`src/design/pidci_pkg.sv`:
```
// shared types, constants and fixed-point helpers for the pid conditional integration block
// no dependencies; every other design file imports this package
package pidci_pkg;

  localparam int unsigned DataW   = 32;
  localparam int unsigned StepW   = 31;
  localparam int unsigned RegIdxW = 3;
  localparam int unsigned DivBits = 49;
  localparam int unsigned DivCntW = 6;
  localparam int unsigned WideW   = 49;
  localparam int unsigned SumW    = 34;
  localparam int unsigned MulW    = 33;
  localparam int unsigned ProdW   = 64;
  localparam int unsigned FracW   = 16;

  localparam logic [RegIdxW-1:0] RegPropGain     = 3'd0;
  localparam logic [RegIdxW-1:0] RegIntegGain    = 3'd1;
  localparam logic [RegIdxW-1:0] RegDerivGain    = 3'd2;
  localparam logic [RegIdxW-1:0] RegDriveFloor   = 3'd3;
  localparam logic [RegIdxW-1:0] RegDriveCeiling = 3'd4;
  localparam logic [RegIdxW-1:0] RegAccumFloor   = 3'd5;
  localparam logic [RegIdxW-1:0] RegAccumCeiling = 3'd6;

  localparam logic signed [DataW-1:0] LimitLowRst  = -32'sd65536;
  localparam logic signed [DataW-1:0] LimitHighRst = 32'sd65536;
  localparam logic signed [DataW-1:0] Max32        = 32'sh7fffffff;
  localparam logic signed [DataW-1:0] Min32        = 32'sh80000000;
  localparam logic signed [WideW-1:0] Max32Wide    = 49'sd2147483647;
  localparam logic signed [WideW-1:0] Min32Wide    = -49'sd2147483648;

  typedef struct packed {
    logic signed [DataW-1:0] prop_gain;
    logic signed [DataW-1:0] integ_gain;
    logic signed [DataW-1:0] deriv_gain;
    logic signed [DataW-1:0] drive_floor;
    logic signed [DataW-1:0] drive_ceiling;
    logic signed [DataW-1:0] accum_floor;
    logic signed [DataW-1:0] accum_ceiling;
  } pidci_cfg_t;

  typedef enum logic [4:0] {
    OP_NONE,
    OP_LOAD,
    OP_RESTART,
    OP_ZERO,
    OP_ERR,
    OP_MUL_P,
    OP_TAKE_P,
    OP_MUL_INC,
    OP_TAKE_INC,
    OP_DIV_START,
    OP_DIV_STEP,
    OP_DIV_END,
    OP_MUL_D,
    OP_TAKE_D,
    OP_TENT,
    OP_MUL_KT,
    OP_TAKE_KT,
    OP_HOLD,
    OP_MUL_KA,
    OP_TAKE_KA,
    OP_SUM,
    OP_EMIT
  } pidci_op_t;

  typedef enum logic [4:0] {
    ST_IDLE,
    ST_DECIDE,
    ST_MUL_P,
    ST_TAKE_P,
    ST_MUL_INC,
    ST_TAKE_INC,
    ST_DIV_START,
    ST_DIV_RUN,
    ST_DIV_END,
    ST_MUL_D,
    ST_TAKE_D,
    ST_TENT,
    ST_MUL_KT,
    ST_TAKE_KT,
    ST_HOLD,
    ST_MUL_KA,
    ST_TAKE_KA,
    ST_SUM,
    ST_EMIT
  } pidci_state_t;

  typedef struct packed {
    logic mode;
    logic dt_zero;
    logic have_last;
    logic held;
    logic div_last;
    logic out_free;
  } pidci_status_t;

  function automatic logic signed [DataW-1:0] sat32(input logic signed [WideW-1:0] v);
    if (v > Max32Wide) return Max32;
    if (v < Min32Wide) return Min32;
    return v[DataW-1:0];
  endfunction

  // floor tests first so inverted limits give the floor
  function automatic logic signed [DataW-1:0] clamp32(input logic signed [WideW-1:0] x,
                                                      input logic signed [DataW-1:0] lo,
                                                      input logic signed [DataW-1:0] hi);
    if (x < WideW'(lo)) return lo;
    if (x > WideW'(hi)) return hi;
    return x[DataW-1:0];
  endfunction

  // q16.16 product back to q16.16: floor shift then saturate
  function automatic logic signed [DataW-1:0] qscale(input logic signed [ProdW-1:0] p);
    return sat32(WideW'($signed(p[ProdW-1:FracW])));
  endfunction

endpackage

```
`src/design/pidci_regs.sv`:
```
// configuration register bank: gains and limits, written by index
// depends on pidci_pkg
module pidci_regs (
  input  logic                             clk,
  input  logic                             rst,
  input  logic                             we,
  input  logic [pidci_pkg::RegIdxW-1:0]    index,
  input  logic [pidci_pkg::DataW-1:0]      data,
  output pidci_pkg::pidci_cfg_t            cfg
);
  import pidci_pkg::*;

  pidci_cfg_t cfg_r;

  always_ff @(posedge clk) begin
    if (rst) begin
      cfg_r.prop_gain     <= '0;
      cfg_r.integ_gain    <= '0;
      cfg_r.deriv_gain    <= '0;
      cfg_r.drive_floor   <= LimitLowRst;
      cfg_r.drive_ceiling <= LimitHighRst;
      cfg_r.accum_floor   <= LimitLowRst;
      cfg_r.accum_ceiling <= LimitHighRst;
    end else if (we) begin
      case (index)
        RegPropGain:     cfg_r.prop_gain     <= data;
        RegIntegGain:    cfg_r.integ_gain    <= data;
        RegDerivGain:    cfg_r.deriv_gain    <= data;
        RegDriveFloor:   cfg_r.drive_floor   <= data;
        RegDriveCeiling: cfg_r.drive_ceiling <= data;
        RegAccumFloor:   cfg_r.accum_floor   <= data;
        RegAccumCeiling: cfg_r.accum_ceiling <= data;
        default: ;
      endcase
    end
  end

  assign cfg = cfg_r;

endmodule

```
`config.mk`:
```
export PLATFORM = sky130hd
export DESIGN_NAME = pidci_regs
export DESIGN_NICKNAME = d
export VERILOG_FILES = /design/src/design/pidci_pkg.sv /design/src/design/pidci_regs.sv
export SDC_FILE = /design/constraint.sdc
export NUM_CORES = 1
export LEC_CHECK = 0
export BUFFER_PORTS_ARGS = -buffer_cell sky130_fd_sc_hd__buf_2
export CORE_MARGIN = 2
export CORE_UTILIZATION = 51
export CTS_BUF_LIST = sky130_fd_sc_hd__clkbuf_8 sky130_fd_sc_hd__clkbuf_16
export CTS_CLUSTER_SIZE = 40
export DETAILED_ROUTE_END_ITERATION = 10
export MAX_ROUTING_LAYER = met4
export PLACE_DENSITY_LB_ADDON = 0.3
export SYNTH_ARGS = -nofsm -noshare
export SYNTH_HDL_FRONTEND = slang
export SYNTH_SLANG_ARGS = --single-unit
export TNS_END_PERCENT = 10
```
`constraint.sdc`:
```
create_clock -name clk -period 1.4 [get_ports clk]
set_input_delay 0.07 -clock clk [delete_from_list [all_inputs] [get_ports clk]]
set_output_delay 0.07 -clock clk [all_outputs]
set_load 0.05 [all_outputs]
```
==> metrics.md <==
| Metric | Value |
|---|---|
| Number of antenna violations at the first check in global routing | `0` |
| Leakage power | `6.02 nW` |
| Detailed router's first-iteration violation count | `293` |
| Largest net degree at the start of global routing | `55` |
| CTS-repair resized insts | `0` |
| Post-synthesis sequential area ratio | `0.516` |
| Pin slew with the least headroom to its limit | `640 ps` |
| Yosys reg bits | `224` |
| Flip-flop count of the largest register, all copies and words added | `224` |
| Drt pass-1 iters | `4` |
| Setup Total Neg Slack | `0 ps` |
| Clock Root Buffer | `clkbuf_16` |
| Cells traversed along the worst timing path | `buf_2` |
| Post-detailed-routing wire length | `22500 um` |
| Arrival time at the worst endpoint | `1140 ps` |
| Nets in the synthesized netlist | `826` |
| Effective utilization at floorplan | `0.522` |
| CTS Buffer Depth | `3` |
| Fraction of layout cells with a size suffix above 1 | `0.298` |
| Non-Filler Cell Area, Final | `0.0112 sq mm` |
| Pre-CTS WS | `94.8 ps` |
| Max-slew headroom | `0.573` |
| Max-cap violations | `0` |
| Kind of launch point of the worst setup path | `flip-flop` |
| Total global routing track utilization | `0.247` |
| Minimum period implied by the final worst setup slack | `1210 ps` |
| Startpoint-to-endpoint class of the critical path | `flip-flop to output port` |
| Crit end category | `output port` |
| Standard-cell rows | `47` |
| Total I/O pin count | `262` |
| Post-synthesis cell count | `788` |
| Class of the worst hold path | `input pin to flip-flop` |
| Critical Path Slowest Stage Cell | `dfxtp_1` |
| Number of max-slew violations in the final report | `0` |
| VDD IR-drop max | `0.852 mV` |
| Average wire per cell in the routed design | `17.5 um` |
| Vias in the first global route | `6474` |
| Portion of synthesized cell area occupied by the leading cell type | `0.516` |
| Dominant cells by area after synthesis | `dfxtp_1, mux2i_1, nand2b_1, nor2_1, buf_2` |
| Horizontal die dimension | `134 um` |
| Skew-Pair Late Insertion Delay | `490 ps` |
| Mean Syn Cell Area | `11.0 sq um` |
| Count of inserted antenna diode cells | `0` |
| Total placed instance area | `0.0103 sq mm` |
| Global-route wire length before repair | `34700 um` |
| Port Buf Inserts | `261` |
| GR Overflow Total | `0` |
| Synthesis Warnings | `0` |
| RSZ-0062 raised after global routing | `false` |
| Achievable frequency | `0.827 GHz` |
| Number of remaining DRC errors | `0` |
| Areal power density over the cells | `1230 mW/mm^2` |
| Layout overhead on the synthesized area | `29.2%` |
| Core box area | `0.0166 sq mm` |
| Die ar. | `0.0181 sq mm` |
| Post-detailed-route count of antenna-violating nets | `0` |
| Buffers and inverters on the worst path | `1` |
| H-tree lvl count | `1` |
| Vias | `6468` |
| # nets final | `1091` |
| Critical path's largest stage delay | `360 ps` |
| Library cell with the largest summed area after synthesis | `dfxtp_1` |
| Register-to-Register Setup Slack | `710 ps` |
| Final weighted congestion in routability-driven placement | `0.820` |
| Detailed Place HPWL | `15100 um` |
| Clk_skew | `0 ps` |
| CP required | `1330 ps` |
| Category of cells accounting for the largest share of critical-path delay | `flip-flops` |
| Total clock buffers created by CTS | `23` |
| Final critical-path setup slack | `191 ps` |
| Clock tree from TritonCTS | `yes` |
| Synth cell types | `14` |
| Max FO, Critical Path | `2` |
| Share of the clock period used by the worst path | `0.863` |
| Clock slew at the register clock pins of the worst setup and hold paths | `60 ps` |
| Synth Cell Area | `0.00868 sq mm` |
| Per-cell via count in the routed design | `5.03` |
| Die Ht | `134 um` |
| Hold violation total from the final report | `0` |
| Clk sinks | `224` |
| # setup viols final | `0` |
| Outcome | `complete, no violations` |
cell families after synthesis:
group         Yosys count  synth area share
simple gates          281             0.192
mux                   224             0.258
flops                 224             0.516
buf+inv                59            0.0333
placed cells by master, fill, tap and decap left out:
master | synthesis | routed
buf_2 | 27 | 260
mux2i_1 | 224 | 224
dfxtp_1 | 224 | 224
nand2b_1 | 222 | 222
nor2_1 | 50 | 50
clkbuf_16 | 0 | 23
dlygate4sd3_1 | 0 | 18
buf_12 | 0 | 12
buf_4 | 2 | 8
inv_1 | 0 | 6
clkbuf_8 | 0 | 5
nand4b_1 | 3 | 3
nand4bb_4 | 0 | 2
clkinv_2 | 0 | 2
nor4b_2 | 0 | 1
nor4bb_4 | 0 | 1
nand4bb_1 | 3 | 1
or4b_4 | 1 | 1
bufinv_16 | 0 | 1
buf_6 | 2 | 1
report_power, final:
group / total, mW / internal (mW) / switching, mW
sequential: 6.59 / 6.52 / 0.0729
clock: 5.78 / 3.40 / 2.39
combinational: 1.45 / 0.476 / 0.971
total: 13.8 / 10.4 / 3.43
synthesized netlist by cell type (all sizes together):
library cell,n
mux2i,224
nand4b,3
nor2,50
nor4b,1
nor4bb,1
buf,32
nand2b,222
nand4bb,3
or4b,1
dfxtp,224
clkbuf,27
routing by layer:
| layer | part of all wire | vias to the layer above | global-route usage |
|---|---|---|---|
| met3 | 0.063 | 55 | 0.0514 |
| li1 | - | 3122 | - |
| met2 | 0.47 | 209 | 0.405 |
| met4 | 0.032 | 0 | 0.0813 |
| met5 | 0 | - | - |
| met1 | 0.44 | 3082 | 0.306 |
area by class of cell:
| type | instances | area [sq um] |
|---|---|---|
| Clock buffer | 28 | 644 |
| Clock inverter | 9 | 62.6 |
| Fill cell | 1309 | 5420 |
| Timing Repair Buffer | 299 | 1790 |
| Sequential cell | 224 | 4480 |
| Tap cell | 220 | 275 |
| Multi-Input combinational cell | 505 | 3970 |
per-stage QoR:
step	power (mW)	hold slack [ps]	utilization	cells
finish	13.8	23.6	0.674	1285
global route	14.2	49.9	0.674	1285
detailed placement	8.13	355	0.621	1230
global placement	8.12	353	0.621	1230
floorplan	7.73	241	-	788
CTS	13.9	15.9	0.674	1285
path summary, 6_finish.rpt:
path	start	to	depth (start not counted)
hold / removal	data[10]	cfg[42]	3
setup / recovery	cfg[116]	cfg[116]	1
hold reg to reg	cfg[188]	cfg[188]	2
setup reg to reg	cfg[124]	cfg[124]	2
what timing repair did:
action                                  CTS  global route
endpoints found under the setup margin    0             0
setup buffers                             0             0
hold buffers                             18             0
endpoints found under the hold margin    73             0
Note: power is estimated with default switching activity, not from simulation.
