**config.mk**
```make
export PLATFORM = sky130hd
export DESIGN_NAME = pidci_ctrl
export DESIGN_NICKNAME = d
export VERILOG_FILES = /design/src/design/pidci_pkg.sv /design/src/design/pidci_ctrl.sv
export SDC_FILE = /design/constraint.sdc
export NUM_CORES = 1
export LEC_CHECK = 0
export ABC_CLOCK_PERIOD_IN_PS = 2000
export BUFFER_PORTS_ARGS = -buffer_cell sky130_fd_sc_hd__buf_4
export CORE_AREA = 3 3 40 42
export CTS_CLUSTER_SIZE = 25
export DETAILED_ROUTE_END_ITERATION = 10
export DIE_AREA = 0 0 43 45
export HOLD_SLACK_MARGIN = 0.06
export PLACE_DENSITY = 0.67
export SETUP_SLACK_MARGIN = 0.2
export SLEW_MARGIN = 10
export SYNTH_ARGS = -nofsm -noshare
export SYNTH_HDL_FRONTEND = slang
export SYNTH_SLANG_ARGS = --single-unit
```
**constraint.sdc**
```tcl
create_clock -name clk -period 2 [get_ports clk]
set_input_delay 0.2 -clock clk [delete_from_list [all_inputs] [get_ports clk]]
set_output_delay 0.2 -clock clk [all_outputs]
set_load 0.01 [all_outputs]
```
**src/design/pidci_pkg.sv**
```systemverilog
// shared types, constants and fixed-point helpers for the pid conditional integration block
// no dependencies; every other design file imports this package
package pidci_pkg;

  localparam int unsigned DataW   = 32;
  localparam int unsigned StepW   = 31;
  localparam int unsigned RegIdxW = 3;
  localparam int unsigned DivBits = 49;
  localparam int unsigned DivCntW = 6;
  localparam int unsigned WideW   = 49;
  localparam int unsigned SumW    = 34;
  localparam int unsigned MulW    = 33;
  localparam int unsigned ProdW   = 64;
  localparam int unsigned FracW   = 16;

  localparam logic [RegIdxW-1:0] RegPropGain     = 3'd0;
  localparam logic [RegIdxW-1:0] RegIntegGain    = 3'd1;
  localparam logic [RegIdxW-1:0] RegDerivGain    = 3'd2;
  localparam logic [RegIdxW-1:0] RegDriveFloor   = 3'd3;
  localparam logic [RegIdxW-1:0] RegDriveCeiling = 3'd4;
  localparam logic [RegIdxW-1:0] RegAccumFloor   = 3'd5;
  localparam logic [RegIdxW-1:0] RegAccumCeiling = 3'd6;

  localparam logic signed [DataW-1:0] LimitLowRst  = -32'sd65536;
  localparam logic signed [DataW-1:0] LimitHighRst = 32'sd65536;
  localparam logic signed [DataW-1:0] Max32        = 32'sh7fffffff;
  localparam logic signed [DataW-1:0] Min32        = 32'sh80000000;
  localparam logic signed [WideW-1:0] Max32Wide    = 49'sd2147483647;
  localparam logic signed [WideW-1:0] Min32Wide    = -49'sd2147483648;

  typedef struct packed {
    logic signed [DataW-1:0] prop_gain;
    logic signed [DataW-1:0] integ_gain;
    logic signed [DataW-1:0] deriv_gain;
    logic signed [DataW-1:0] drive_floor;
    logic signed [DataW-1:0] drive_ceiling;
    logic signed [DataW-1:0] accum_floor;
    logic signed [DataW-1:0] accum_ceiling;
  } pidci_cfg_t;

  typedef enum logic [4:0] {
    OP_NONE,
    OP_LOAD,
    OP_RESTART,
    OP_ZERO,
    OP_ERR,
    OP_MUL_P,
    OP_TAKE_P,
    OP_MUL_INC,
    OP_TAKE_INC,
    OP_DIV_START,
    OP_DIV_STEP,
    OP_DIV_END,
    OP_MUL_D,
    OP_TAKE_D,
    OP_TENT,
    OP_MUL_KT,
    OP_TAKE_KT,
    OP_HOLD,
    OP_MUL_KA,
    OP_TAKE_KA,
    OP_SUM,
    OP_EMIT
  } pidci_op_t;

  typedef enum logic [4:0] {
    ST_IDLE,
    ST_DECIDE,
    ST_MUL_P,
    ST_TAKE_P,
    ST_MUL_INC,
    ST_TAKE_INC,
    ST_DIV_START,
    ST_DIV_RUN,
    ST_DIV_END,
    ST_MUL_D,
    ST_TAKE_D,
    ST_TENT,
    ST_MUL_KT,
    ST_TAKE_KT,
    ST_HOLD,
    ST_MUL_KA,
    ST_TAKE_KA,
    ST_SUM,
    ST_EMIT
  } pidci_state_t;

  typedef struct packed {
    logic mode;
    logic dt_zero;
    logic have_last;
    logic held;
    logic div_last;
    logic out_free;
  } pidci_status_t;

  function automatic logic signed [DataW-1:0] sat32(input logic signed [WideW-1:0] v);
    if (v > Max32Wide) return Max32;
    if (v < Min32Wide) return Min32;
    return v[DataW-1:0];
  endfunction

  // floor tests first so inverted limits give the floor
  function automatic logic signed [DataW-1:0] clamp32(input logic signed [WideW-1:0] x,
                                                      input logic signed [DataW-1:0] lo,
                                                      input logic signed [DataW-1:0] hi);
    if (x < WideW'(lo)) return lo;
    if (x > WideW'(hi)) return hi;
    return x[DataW-1:0];
  endfunction

  // q16.16 product back to q16.16: floor shift then saturate
  function automatic logic signed [DataW-1:0] qscale(input logic signed [ProdW-1:0] p);
    return sat32(WideW'($signed(p[ProdW-1:FracW])));
  endfunction

endpackage

```
**src/design/pidci_ctrl.sv**
```systemverilog
// controller: sequences one transaction through the datapath
// depends on pidci_pkg
module pidci_ctrl (
  input  logic                     clk,
  input  logic                     rst,
  input  logic                     in_valid,
  output logic                     in_ready,
  input  pidci_pkg::pidci_status_t sts,
  output pidci_pkg::pidci_op_t     op
);
  import pidci_pkg::*;

  pidci_state_t state;
  pidci_state_t state_next;

  always_ff @(posedge clk) begin
    if (rst) begin
      state <= ST_IDLE;
    end else begin
      state <= state_next;
    end
  end

  always_comb begin
    state_next = state;
    op         = OP_NONE;
    in_ready   = 1'b0;
    case (state)
      ST_IDLE: begin
        in_ready = 1'b1;
        if (in_valid) begin
          op         = OP_LOAD;
          state_next = ST_DECIDE;
        end
      end
      ST_DECIDE: begin
        if (sts.mode) begin
          op         = OP_RESTART;
          state_next = ST_EMIT;
        end else if (sts.dt_zero) begin
          op         = OP_ZERO;
          state_next = ST_EMIT;
        end else begin
          op         = OP_ERR;
          state_next = ST_MUL_P;
        end
      end
      ST_MUL_P: begin
        op         = OP_MUL_P;
        state_next = ST_TAKE_P;
      end
      ST_TAKE_P: begin
        op         = OP_TAKE_P;
        state_next = ST_MUL_INC;
      end
      ST_MUL_INC: begin
        op         = OP_MUL_INC;
        state_next = ST_TAKE_INC;
      end
      ST_TAKE_INC: begin
        op         = OP_TAKE_INC;
        state_next = sts.have_last ? ST_DIV_START : ST_TENT;
      end
      ST_DIV_START: begin
        op         = OP_DIV_START;
        state_next = ST_DIV_RUN;
      end
      ST_DIV_RUN: begin
        op = OP_DIV_STEP;
        if (sts.div_last) state_next = ST_DIV_END;
      end
      ST_DIV_END: begin
        op         = OP_DIV_END;
        state_next = ST_MUL_D;
      end
      ST_MUL_D: begin
        op         = OP_MUL_D;
        state_next = ST_TAKE_D;
      end
      ST_TAKE_D: begin
        op         = OP_TAKE_D;
        state_next = ST_TENT;
      end
      ST_TENT: begin
        op         = OP_TENT;
        state_next = ST_MUL_KT;
      end
      ST_MUL_KT: begin
        op         = OP_MUL_KT;
        state_next = ST_TAKE_KT;
      end
      ST_TAKE_KT: begin
        op         = OP_TAKE_KT;
        state_next = ST_HOLD;
      end
      ST_HOLD: begin
        op         = OP_HOLD;
        // held integrator needs the i term from the old value
        state_next = sts.held ? ST_MUL_KA : ST_SUM;
      end
      ST_MUL_KA: begin
        op         = OP_MUL_KA;
        state_next = ST_TAKE_KA;
      end
      ST_TAKE_KA: begin
        op         = OP_TAKE_KA;
        state_next = ST_SUM;
      end
      ST_SUM: begin
        op         = OP_SUM;
        state_next = ST_EMIT;
      end
      ST_EMIT: begin
        if (sts.out_free) begin
          op         = OP_EMIT;
          state_next = ST_IDLE;
        end
      end
      default: state_next = ST_IDLE;
    endcase
  end

`ifndef SYNTHESIS
  a_div_needs_history: assert property (@(posedge clk) disable iff (rst)
    (state == ST_DIV_START) |-> $past(sts.have_last))
    else $error("divider started without a previous measurement");
  a_ka_after_hold: assert property (@(posedge clk) disable iff (rst)
    (state == ST_MUL_KA) |-> ($past(state) == ST_HOLD && $past(sts.held)))
    else $error("held path entered without a hold");
  a_emit_returns: assert property (@(posedge clk) disable iff (rst)
    (state == ST_EMIT && sts.out_free) |=> (state == ST_IDLE))
    else $error("result written but controller did not return to idle");
`endif

endmodule

```
==> impl_metrics.yaml <==
routing:
  ant_nets: 0
  drc_errors: 0
  firstDrtPassIters: 4
  wl_um: 1470
  wl_per_cell_um: 13.2
  vias_per_cell: 5.67
  drtIter0Drc: 15
  dr_total_vias: 629
cells_and_area:
  largest-register: "state"
  final_common_cell: "buf_4"
  reg_top3: "state: 5 flops"
  antennaDiodeCount: 0
  drive_gt1_share_pct: 35.4
  fin_cells: 111
  largest_register_ffs: 5
  layout.nets: 106
  syn2layout_area_growth_pct: 32.8
  final_cell_mix: "buf_4 (18), nor2_1 (8), a21oi_1 (7)"
  final_util_pct: 59.2
cts:
  clockRootBuffer: "clkbuf_4"
  clkSlewWorstSetupHoldPaths_ps: 50
  insertion_delay_ps: 250
  clock_sinks: 5
  htreeDepth: 1
  cts_tree: "yes"
  hold_buffers: 0
  cts_buffers: 3
  cts_buffer_depth: 2
placed_design:
  port_buffers: 14
  gp_congestion: 0.794
  hpwl_um: 1020
  dp.cells: 105
  dpl_worst_slack_ps: 357
setup_path:
  regToRegStartpoint: "state[2]"
  slowest_stage: "or3_4"
  rr_worst_depth: 5
  ff2ff_setup_slack_ps: 520
  worstSetupEndpointType: "output port"
  critPathLaunchType: "register"
  worstSetupPathType: "register to output port"
  worstReg2RegEnd: "state[0]"
  crit_chain: "or3_4, o31ai_4, o32ai_2, buf_4"
  arrival_ps: 1530
  cp-startpoint: "state[2]"
  critPathMaxFanout: 14
  cpPeakStageDelay_ps: 440
  critical_path_required_ps: 1800
grt:
  antenna_found_initial: 0
  grt_pass1_vias: 513
  grt_max_degree: 17
  grt_usage_pct: 16.1
  overflow: 0
  grt_pass1_wl_um: 2320
sta:
  hold_violations: 0
  skew_ps: 6.14
  post-route-period-util_pct: 86.3
  tns_ps: 0
  fin_crit_ps: 1730
  finalWorstSetupSlack_ps: 275
  max_freq_mhz: 580
  relSlewSlack_pct: 75.2
  setup_violations: 0
  tightest_slew_ps: 371
  rsz0062_at_grt: "yes"
  slew_viol_final: 0
hold_path:
  hold_path_depth: 2
  hp-class: "input pin to register"
  hold_start: "rst"
  worstHoldEndpoint: "state[4]"
floorplan:
  rows: 13
  start_util_pct: 44.6
  pin_count: 15
  dieHeight_um: 45
  fp.dieArea_um2: 1940
  core_um2: 1280
  fp.dieW_um: 43
yosys:
  syn_area_per_cell_um2: 6.99
  synthCells: 82
  synth_warnings: 0
  async_flop_share_pct: 0
  syn_area_um2: 573
  synth_top_cell_area_share_pct: 17.5
  synth_top_area_cell: "dfxtp_1"
  synthesis.nets: 91
  synth-edff-count: 0
  ys_types: 38
  ys_seq_area_share_pct: 17.5
  synth_seq_cells: 5
  synthFlopType: "dfxtp_1"
  synth.area.top_cells: "dfxtp_1 (17%), nand2b_1 (6.6%), a21oi_1 (6.1%)"
power_and_ir_drop:
  ir_drop_v: 0.000901
  power.density_nw_per_um2: 1470
  leakage_nw: 0.290
run:
  cap_violations: 0
status:
  status: "finished clean"
==> report_power, final <==
group	switching (mW)	internal, mW
sequential	0.110	0.140
clock	0.0448	0.0725
combinational	0.342	0.413
total	0.496	0.626
==> worst max-delay path by stage <==
| stage | to | slack, ps | cells after the start |
|---|---|---|---|
| final | op[0] | 270 | 4 |
| after CTS | op[0] | 200 | 5 |
| after global placement | op[0] | 410 | 4 |
| after detailed placement | op[0] | 360 | 4 |
| after global routing | op[0] | 180 | 5 |
| after floorplan | op[0] | 580 | 3 |
==> cell usage after synthesis, types with 2 or more instances <==
library cell  number
nor2b_1            4
a21oi_1            7
or2_2              2
inv_1              3
buf_2              5
o21ai_0            6
dfxtp_1            5
nor3b_1            4
o22ai_1            4
nand2b_1           6
nor2_1             8
nand2_1            2
==> logic make-up after synthesis <==
| family | share of synthesized area (%) |
|---|---|
| XOR/XNOR | 3.06 |
| flip-flops | 17.5 |
| AO/OA/AOI/OAI | 34.7 |
| AND/OR/NAND/NOR | 36.2 |
| buffers and inverters | 8.51 |
==> final cells by class <==
type | instances | area, µm²
inverters | 3 | 11.3
clock buffers | 3 | 22.5
clock inverters | 1 | 5.00
well taps | 15 | 18.8
repair buffers | 18 | 135
flip-flops and latches | 5 | 110
fillers | 129 | 524
multi-input cells | 66 | 458
==> worst max-delay path, delay by kind of cell, from the launching register on <==
family,cells,cell delay [ps]
AND/OR/NAND/NOR,1,440
flip-flops,1,380
AO/OA/AOI/OAI,2,300
buffers and inverters,1,150
==> routing by layer <==
layer	wire length, µm	GRT usage [%]	vias up
li1	-	-	328
met1	701	22.2	286
met2	686	23.1	11
met3	46	2.39	4
met4	31	10.8	0
met5	0	0	-
==> per-stage QoR <==
stage / hold slack [ps] / total power, mW / instance area, µm²
2_1_floorplan: 269 / 0.702 / 573
3_3_place_gp: 415 / 0.896 / 674
3_5_place_dp: 414 / 0.899 / 674
4_1_cts: 146 / 1.04 / 709
5_1_grt: 154 / 1.23 / 761
6_report: 157 / 1.12 / 761
==> repair_timing <==
action,4_1_cts,5_1_grt
gates resized for setup,3,11
pin swaps,0,2
setup buffers,0,2
setup endpoints to repair,1,4
(Power assumes the default switching activity.)
