$ cat config.mk
export PLATFORM = sky130hd
export DESIGN_NAME = pidci_dp_flat
export DESIGN_NICKNAME = d
export VERILOG_FILES = /design/src/design/pidci_pkg.sv /design/src/design/pidci_if.sv /design/src/design/pidci_dp.sv /design/src/flat_wrapper.sv
export SDC_FILE = /design/constraint.sdc
export NUM_CORES = 2
export LEC_CHECK = 0
export BUFFER_PORTS_ARGS = -buffer_cell sky130_fd_sc_hd__buf_2
export CORE_MARGIN = 2
export CORE_UTILIZATION = 40
export DETAILED_ROUTE_END_ITERATION = 16
export PLACE_DENSITY = 0.56
export SLEW_MARGIN = 20
export SYNTH_ARGS = -nofsm -noshare
export SYNTH_HDL_FRONTEND = slang
export SYNTH_SLANG_ARGS = --single-unit
$ cat constraint.sdc
create_clock -name clk -period 10.7 [get_ports clk]
set_input_delay 0.535 -clock clk [delete_from_list [all_inputs] [get_ports clk]]
set_output_delay 0.535 -clock clk [all_outputs]
set_load 0.02 [all_outputs]
$ cat src/design/pidci_pkg.sv
// shared types, constants and fixed-point helpers for the pid conditional integration block
// no dependencies; every other design file imports this package
package pidci_pkg;

  localparam int unsigned DataW   = 32;
  localparam int unsigned StepW   = 31;
  localparam int unsigned RegIdxW = 3;
  localparam int unsigned DivBits = 49;
  localparam int unsigned DivCntW = 6;
  localparam int unsigned WideW   = 49;
  localparam int unsigned SumW    = 34;
  localparam int unsigned MulW    = 33;
  localparam int unsigned ProdW   = 64;
  localparam int unsigned FracW   = 16;

  localparam logic [RegIdxW-1:0] RegPropGain     = 3'd0;
  localparam logic [RegIdxW-1:0] RegIntegGain    = 3'd1;
  localparam logic [RegIdxW-1:0] RegDerivGain    = 3'd2;
  localparam logic [RegIdxW-1:0] RegDriveFloor   = 3'd3;
  localparam logic [RegIdxW-1:0] RegDriveCeiling = 3'd4;
  localparam logic [RegIdxW-1:0] RegAccumFloor   = 3'd5;
  localparam logic [RegIdxW-1:0] RegAccumCeiling = 3'd6;

  localparam logic signed [DataW-1:0] LimitLowRst  = -32'sd65536;
  localparam logic signed [DataW-1:0] LimitHighRst = 32'sd65536;
  localparam logic signed [DataW-1:0] Max32        = 32'sh7fffffff;
  localparam logic signed [DataW-1:0] Min32        = 32'sh80000000;
  localparam logic signed [WideW-1:0] Max32Wide    = 49'sd2147483647;
  localparam logic signed [WideW-1:0] Min32Wide    = -49'sd2147483648;

  typedef struct packed {
    logic signed [DataW-1:0] prop_gain;
    logic signed [DataW-1:0] integ_gain;
    logic signed [DataW-1:0] deriv_gain;
    logic signed [DataW-1:0] drive_floor;
    logic signed [DataW-1:0] drive_ceiling;
    logic signed [DataW-1:0] accum_floor;
    logic signed [DataW-1:0] accum_ceiling;
  } pidci_cfg_t;

  typedef enum logic [4:0] {
    OP_NONE,
    OP_LOAD,
    OP_RESTART,
    OP_ZERO,
    OP_ERR,
    OP_MUL_P,
    OP_TAKE_P,
    OP_MUL_INC,
    OP_TAKE_INC,
    OP_DIV_START,
    OP_DIV_STEP,
    OP_DIV_END,
    OP_MUL_D,
    OP_TAKE_D,
    OP_TENT,
    OP_MUL_KT,
    OP_TAKE_KT,
    OP_HOLD,
    OP_MUL_KA,
    OP_TAKE_KA,
    OP_SUM,
    OP_EMIT
  } pidci_op_t;

  typedef enum logic [4:0] {
    ST_IDLE,
    ST_DECIDE,
    ST_MUL_P,
    ST_TAKE_P,
    ST_MUL_INC,
    ST_TAKE_INC,
    ST_DIV_START,
    ST_DIV_RUN,
    ST_DIV_END,
    ST_MUL_D,
    ST_TAKE_D,
    ST_TENT,
    ST_MUL_KT,
    ST_TAKE_KT,
    ST_HOLD,
    ST_MUL_KA,
    ST_TAKE_KA,
    ST_SUM,
    ST_EMIT
  } pidci_state_t;

  typedef struct packed {
    logic mode;
    logic dt_zero;
    logic have_last;
    logic held;
    logic div_last;
    logic out_free;
  } pidci_status_t;

  function automatic logic signed [DataW-1:0] sat32(input logic signed [WideW-1:0] v);
    if (v > Max32Wide) return Max32;
    if (v < Min32Wide) return Min32;
    return v[DataW-1:0];
  endfunction

  // floor tests first so inverted limits give the floor
  function automatic logic signed [DataW-1:0] clamp32(input logic signed [WideW-1:0] x,
                                                      input logic signed [DataW-1:0] lo,
                                                      input logic signed [DataW-1:0] hi);
    if (x < WideW'(lo)) return lo;
    if (x > WideW'(hi)) return hi;
    return x[DataW-1:0];
  endfunction

  // q16.16 product back to q16.16: floor shift then saturate
  function automatic logic signed [DataW-1:0] qscale(input logic signed [ProdW-1:0] p);
    return sat32(WideW'($signed(p[ProdW-1:FracW])));
  endfunction

endpackage

$ cat src/design/pidci_if.sv


interface pidci_out_if;
  import pidci_pkg::*;
  logic                    valid;
  logic                    ready;
  logic signed [DataW-1:0] drive;
  logic                    integ_held;

  modport source (output valid, drive, integ_held, input ready);
  modport sink (input valid, drive, integ_held, output ready);
endinterface

$ cat src/design/pidci_dp.sv
// datapath: shared multiplier, serial divider, loop state and output register
// depends on pidci_pkg and pidci_if
module pidci_dp (
  input  logic                           clk,
  input  logic                           rst,
  input  pidci_pkg::pidci_op_t           op,
  output pidci_pkg::pidci_status_t       sts,
  input  pidci_pkg::pidci_cfg_t          cfg,
  input  logic                           in_mode,
  input  logic signed [pidci_pkg::DataW-1:0] in_target,
  input  logic signed [pidci_pkg::DataW-1:0] in_sensed,
  input  logic [pidci_pkg::StepW-1:0]    in_step_time,
  pidci_out_if.source                    out
);
  import pidci_pkg::*;

  // captured transaction
  logic                    mode_r;
  logic signed [DataW-1:0] tgt_r;
  logic signed [DataW-1:0] sen_r;
  logic [StepW-1:0]        dt_r;

  // loop state
  logic signed [DataW-1:0] accum;
  logic signed [DataW-1:0] last_sensed;
  logic                    have_last;

  // working registers
  logic signed [DataW-1:0]       err;
  logic signed [DataW-1:0]       p_term;
  logic signed [DataW-1:0]       d_term;
  logic signed [DataW-1:0]       rate;
  logic signed [DataW-1:0]       tent;
  logic signed [DataW-1:0]       kt;
  logic signed [DataW-1:0]       i_term;
  logic signed [ProdW-FracW-1:0] inc;
  logic signed [ProdW-1:0]       prod;
  logic signed [DataW-1:0]       drive_r;
  logic                          held_r;

  // restoring divider
  logic [StepW-1:0]   div_rem;
  logic [DivBits-1:0] div_quo;
  logic               div_neg;
  logic [DivCntW-1:0] div_cnt;

  logic                    out_valid_r;
  logic signed [DataW-1:0] out_drive_r;
  logic                    out_held_r;

  logic signed [DataW:0]         diff;
  logic [DataW:0]                diff_mag;
  logic signed [DataW:0]         err_wide;
  logic [DataW-1:0]              rem_sh;
  logic [DataW:0]                trial;
  logic                          quo_bit;
  logic [StepW-1:0]              rem_next;
  logic                          quo_big;
  logic signed [DataW-1:0]       rate_next;
  logic signed [MulW-1:0]        mul_a;
  logic signed [MulW-1:0]        mul_b;
  logic signed [2*MulW-1:0]      mul_full;
  logic signed [WideW-1:0]       d_shift;
  logic signed [SumW-1:0]        tent_out;
  logic signed [SumW-1:0]        sum_out;
  logic                          err_pos;
  logic                          err_neg;
  logic                          held_c;
  logic                          out_free;

  assign diff     = (DataW+1)'(sen_r) - (DataW+1)'(last_sensed);
  assign diff_mag = diff[DataW] ? (DataW+1)'(-diff) : (DataW+1)'(diff);
  assign err_wide = (DataW+1)'(tgt_r) - (DataW+1)'(sen_r);

  // one quotient bit per cycle
  assign rem_sh   = {div_rem, div_quo[DivBits-1]};
  assign trial    = {1'b0, rem_sh} - {2'b00, dt_r};
  assign quo_bit  = !trial[DataW];
  assign rem_next = quo_bit ? trial[StepW-1:0] : rem_sh[StepW-1:0];

  // quotient magnitude to signed, saturating
  assign quo_big = |div_quo[DivBits-1:DataW-1];
  always_comb begin
    if (div_neg) begin
      rate_next = quo_big ? Min32 : $signed(~div_quo[DataW-1:0] + 32'd1);
    end else begin
      rate_next = quo_big ? Max32 : $signed(div_quo[DataW-1:0]);
    end
  end

  always_comb begin
    case (op)
      OP_MUL_P: begin
        mul_a = MulW'(cfg.prop_gain);
        mul_b = MulW'(err);
      end
      OP_MUL_INC: begin
        mul_a = MulW'(err);
        mul_b = $signed({2'b00, dt_r});
      end
      OP_MUL_D: begin
        mul_a = MulW'(cfg.deriv_gain);
        mul_b = MulW'(rate);
      end
      OP_MUL_KT: begin
        mul_a = MulW'(cfg.integ_gain);
        mul_b = MulW'(tent);
      end
      OP_MUL_KA: begin
        mul_a = MulW'(cfg.integ_gain);
        mul_b = MulW'(accum);
      end
      default: begin
        mul_a = '0;
        mul_b = '0;
      end
    endcase
  end

  assign mul_full = mul_a * mul_b;
  assign d_shift  = WideW'($signed(prod[ProdW-1:FracW]));

  assign tent_out = SumW'(p_term) + SumW'(kt) + SumW'(d_term);
  assign sum_out  = SumW'(p_term) + SumW'(i_term) + SumW'(d_term);
  assign err_pos  = !err[DataW-1] && (err != '0);
  assign err_neg  = err[DataW-1];
  // hold the integrator when the output would saturate in the direction of the error
  assign held_c   = ((tent_out >= SumW'(cfg.drive_ceiling)) && err_pos) ||
                    ((tent_out <= SumW'(cfg.drive_floor)) && err_neg);

  assign out_free = !out_valid_r || out.ready;

  always_ff @(posedge clk) begin
    if (rst) begin
      accum       <= '0;
      last_sensed <= '0;
      have_last   <= 1'b0;
      out_valid_r <= 1'b0;
    end else begin
      case (op)
        OP_RESTART: begin
          accum       <= '0;
          last_sensed <= '0;
          have_last   <= 1'b0;
        end
        OP_TENT: begin
          last_sensed <= sen_r;
          have_last   <= 1'b1;
        end
        OP_HOLD: begin
          if (!held_c) accum <= tent;
        end
        default: ;
      endcase
      if (op == OP_EMIT) begin
        out_valid_r <= 1'b1;
      end else if (out.ready) begin
        out_valid_r <= 1'b0;
      end
    end
  end

  always_ff @(posedge clk) begin
    case (op)
      OP_LOAD: begin
        mode_r <= in_mode;
        tgt_r  <= in_target;
        sen_r  <= in_sensed;
        dt_r   <= in_step_time;
      end
      OP_RESTART, OP_ZERO: begin
        drive_r <= '0;
        held_r  <= 1'b0;
      end
      OP_ERR: err <= sat32(WideW'(err_wide));
      OP_MUL_P, OP_MUL_INC, OP_MUL_D, OP_MUL_KT, OP_MUL_KA: prod <= mul_full[ProdW-1:0];
      OP_TAKE_P: p_term <= qscale(prod);
      OP_TAKE_INC: begin
        inc    <= $signed(prod[ProdW-1:FracW]);
        d_term <= '0;
      end
      OP_DIV_START: begin
        div_quo <= {diff_mag, FracW'(0)};
        div_rem <= '0;
        div_neg <= diff[DataW];
        div_cnt <= DivCntW'(DivBits - 1);
      end
      OP_DIV_STEP: begin
        div_rem <= rem_next;
        div_quo <= {div_quo[DivBits-2:0], quo_bit};
        div_cnt <= div_cnt - DivCntW'(1);
      end
      OP_DIV_END: rate <= rate_next;
      OP_TAKE_D: d_term <= sat32(-d_shift);
      OP_TENT: tent <= clamp32(WideW'(accum) + WideW'(inc), cfg.accum_floor, cfg.accum_ceiling);
      OP_TAKE_KT: kt <= qscale(prod);
      OP_HOLD: begin
        held_r <= held_c;
        i_term <= kt;
      end
      OP_TAKE_KA: i_term <= qscale(prod);
      OP_SUM: drive_r <= clamp32(WideW'(sum_out), cfg.drive_floor, cfg.drive_ceiling);
      OP_EMIT: begin
        out_drive_r <= drive_r;
        out_held_r  <= held_r;
      end
      default: ;
    endcase
  end

  assign sts.mode      = mode_r;
  assign sts.dt_zero   = (dt_r == '0);
  assign sts.have_last = have_last;
  assign sts.held      = held_c;
  assign sts.div_last  = (div_cnt == '0);
  assign sts.out_free  = out_free;

  assign out.valid      = out_valid_r;
  assign out.drive      = out_drive_r;
  assign out.integ_held = out_held_r;

`ifndef SYNTHESIS
  a_emit_free: assert property (@(posedge clk) disable iff (rst)
    (op == OP_EMIT) |-> (!out_valid_r || out.ready))
    else $error("result written over a pending transaction");
  a_restart_clears: assert property (@(posedge clk) disable iff (rst)
    (op == OP_RESTART) |=> (!have_last && accum == '0 && last_sensed == '0))
    else $error("restart did not clear loop state");
  a_zero_keeps: assert property (@(posedge clk) disable iff (rst)
    (op == OP_ZERO) |=> (accum == $past(accum) && have_last == $past(have_last)))
    else $error("zero time step changed loop state");
  a_held_keeps: assert property (@(posedge clk) disable iff (rst)
    (op == OP_HOLD && held_c) |=> (accum == $past(accum)))
    else $error("integrator moved while held");
`endif

endmodule

$ cat src/flat_wrapper.sv
// flat-port wrapper written by rule: the top's interface ports become plain ports
module pidci_dp_flat import pidci_pkg::*;
  (clk, rst, op, sts, cfg, in_mode, in_target, in_sensed, in_step_time, out_valid, out_drive, out_integ_held, out_ready);
  pidci_out_if out_i ();
  input  logic clk;
  input  logic rst;
  input  pidci_pkg::pidci_op_t op;
  output pidci_pkg::pidci_status_t sts;
  input  pidci_pkg::pidci_cfg_t cfg;
  input  logic in_mode;
  input  logic signed [pidci_pkg::DataW-1:0] in_target;
  input  logic signed [pidci_pkg::DataW-1:0] in_sensed;
  input  logic [pidci_pkg::StepW-1:0] in_step_time;
  output wire logic [$bits(out_i.valid)-1:0] out_valid;
  output wire logic [$bits(out_i.drive)-1:0] out_drive;
  output wire logic [$bits(out_i.integ_held)-1:0] out_integ_held;
  input wire logic [$bits(out_i.ready)-1:0] out_ready;
  assign out_valid = out_i.valid;
  assign out_drive = out_i.drive;
  assign out_integ_held = out_i.integ_held;
  assign out_i.ready = out_ready;
  pidci_dp u_core (.clk(clk), .rst(rst), .op(op), .sts(sts), .cfg(cfg), .in_mode(in_mode), .in_target(in_target), .in_sensed(in_sensed), .in_step_time(in_step_time), .out(out_i));
endmodule
==> results.cfg <==
[run_status]
status = finished clean

[detailed_routing]
drc = 0
vias = 63700
drtIter0Drc = 5694
first_pass_iters = 6
wl_per_cell_um = 24.9
viasPerCell = 5.50
routed_wl_um = 288000
ant_nets = 0

[logic_synthesis]
synth_area_mm2 = 0.0809
synth_nets = 10600
synthSimpleGateAreaFrac = 0.126
yosysTopAreaCellShare = 0.291
synthCells = 8423
yosys_warnings = 0
synthArstFlopShare = 0
ys_ff_latch = 635
synth_top_family_by_area = adder cells
syn_avg_cell_area_um2 = 9.60
synth_ff_type = edfxtp_1
synth_xor_area_frac = 0.0343
synth_area_leaders = fa_1 (29%), edfxtp_1 (21%), ha_1 (10%), inv_1 (6.8%), nor2_1 (4.1%)
synth_fa_ha_area_frac = 0.391
synth.area.mux_share = 0.0202
synth-edff-count = 569
yosysUniqueCellTypes = 98
synth_top_area_cell = fa_1
synth_compound_area_frac = 0.115
seq_area_frac_synth = 0.228

[worst_hold_path]
hold_path_class = in2reg
hp-start = in_step_time[23]
min_path_cells = 1
worstHoldEndpoint = u_core.dt_r[23]

[finish]
n_fill_cell = 19400
syn_to_final_growth_pct = 12.4
layout-drive-gt1-share = 0.104
top_regs = u_core.div_quo: 49 flops, u_core.inc: 48 flops, u_core.prod: 48 flops
nets = 11000
largest_reg_flops = 49
regMostFlops = u_core.div_quo

[cts]
numCtsBuffers = 71
htreeDepth = 3
insertion_delay_ns = 0.69
clock-sinks = 635
cts_resized = 0
max-clock-path-buffers = 3
clkTransAtPathRegs_ns = 0.07
cts_tree = done
root_buffer = clkbuf_16

[place]
port-buffer-count = 367
dpl_worst_slack_ns = 0.0195
gp_congestion = 1.04
dp_hpwl_um = 239000

[critical_path]
end_kind = flop
path_class = in2reg
crit_path_frequent_cell = fa_1
cpPeakStageDelay_ns = 0.59
crit_fanout = 50
arrival_ns = 10.62
required_ns = 11.14
r2r_end = u_core.prod[57]
critPathSlowestCell = a221oi_2
worstSetupStartpointType = input port
r2r_start = u_core.err[1]
r2r_slack_ns = 0.53
reg2reg_depth = 32

[sta]
relSlewSlack = 0.271
timing.final.ws_setup_ns = 0.517
worstMarginPinSlew_ns = 1.09
rsz0062_at_grt = false
final-max-slew-violation-count = 0
fmax_ghz = 0.0982
hold_viol = 0
period_share = 0.952
setup_viol = 0
clock_skew_ns = 0.0416
fin_tns_setup_ns = 0
period_needed_ns = 10.18

[global_routing]
grt_max_degree = 90
grt_pass1_vias = 64900
grt_overflow = 0
grt_use_total = 0.278
grt_pass1_wl_um = 421000
antenna_found_initial = 14

[die]
row_count = 165
die-area_mm2 = 0.206
start_util = 0.401
die_h_um = 454
core_mm2 = 0.201
fp.dieW_um = 454
io_pins = 368

[power_and_ir_drop]
power_density_mw_per_mm2 = 78.0
p_leak_nw = 42.5
irDropWorstVdd_mv = 0.115

[flow_run]
cap_violations = 0
-- final cells by class --
cell class	count	area (um^2)	share of cell area
Tap cell	2672	3340	0.0368
Sequential cell	635	18400	0.203
Clock inverter	47	558	0.00614
Clock buffer	79	1830	0.0201
Multi-Input combinational cell	5968	56100	0.617
Timing Repair Buffer	711	5090	0.0561
Inverter	1473	5530	0.0608
Antenna cell	7	17.5	0.000193
-- metrics by stage --
stage	hold slack [ns]	cells	area [um^2]	power, mW	util
2_1_floorplan	0.400	8423	80900	3.85	-
3_3_place_gp	0.401	11400	87800	4.48	0.436
3_5_place_dp	0.405	11400	87800	4.51	0.436
4_1_cts	0.000455	11600	90800	7.13	0.451
5_1_grt	0.00157	11600	90900	7.38	0.451
6_report	0.0405	11600	90900	7.09	0.451
-- power breakdown --
| group | internal, mW | leakage [nW] | switching (mW) |
|---|---|---|---|
| clock | 1.47 | 1.16 | 1.12 |
| combinational | 0.628 | 35.6 | 1.02 |
| sequential | 2.77 | 5.72 | 0.0849 |
| total | 4.86 | 42.5 | 2.23 |
-- synth_stat cells (all sizes together), types with 20 or more instances --
cell type,instances
o21a,37
or3,26
nand2b,57
inv,1472
buf,34
clkbuf,313
a22o,65
nand3,78
o21ai,202
xnor2,216
nor3,96
a221o,55
and3,34
and2,38
mux2i,119
xor2,101
ha,652
a31oi,45
fa,1174
a221oi,56
o21bai,30
or2,38
mux2,39
nor2,879
edfxtp,569
nand2,785
nand4,72
a211oi,52
nor4,45
a21o,254
a22oi,65
dfxtp,66
a21oi,352
nor3b,20
nor2b,62
-- routing by layer --
layer | track usage | up-vias | share of wire
met3 | 0.0431 | 601 | 0.066
met5 | 0 | - | 0.00024
met2 | 0.448 | 2279 | 0.46
met1 | 0.353 | 32200 | 0.40
met4 | 0.165 | 10 | 0.073
li1 | - | 28600 | -
-- cell usage in the layout, fill, tap and decap left out, types with 39 or more instances in the layout --
cell type	n
inv_1	1472
fa_1	1174
nor2_1	871
nand2_1	784
ha_1	652
edfxtp_1	569
buf_2	367
a21oi_1	351
a21o_1	254
buf_4	244
xnor2_1	216
o21ai_0	186
mux2i_1	119
xor2_1	101
nor3_1	89
nand3_1	78
nand4_1	72
clkbuf_16	71
dfxtp_1	66
a22o_1	65
a22oi_1	65
nor2b_1	61
dlygate4sd3_1	59
nand2b_1	55
a221o_1	55
a211oi_1	50
a31oi_1	44
nor4_1	41
mux2_2	39
buf_12	39
-- repair_timing --
action	in CTS	in global routing
hold buffers	59	0
endpoints found under the hold margin	59	0
setup buffers	0	0
-- how the worst max path moves through the flow --
stage                from               to  slack (ns)  cells past startpoint
finish              op[4]  u_core.prod[59]        0.52                     38
detailed placement  op[4]  u_core.prod[59]        0.02                     38
CTS                 op[4]  u_core.prod[59]        0.72                     38
global route        op[2]  u_core.prod[62]        0.24                     36
floorplan           op[2]  u_core.prod[57]        0.41                     36
global placement    op[4]  u_core.prod[59]        0.11                     38
-- kinds of logic (layout without fill, tap and decap cells) --
group	count (synthesis)	after routing
flops	635	635
compound gates	1375	1375
other cells	0	7
mux	158	158
xor+xnor	317	317
fa+ha+maj	1826	1826
buf+inv	1820	2310
simple gates	2292	2292
-- worst max-delay path, delay by kind of cell --
family          cells  cell delay (ns)
fa+ha+maj           9             4.44
compound gates      8             2.43
buf+inv            12             1.37
xor+xnor            1             0.13
simple gates        8             1.66
(Power assumes the default switching activity.)
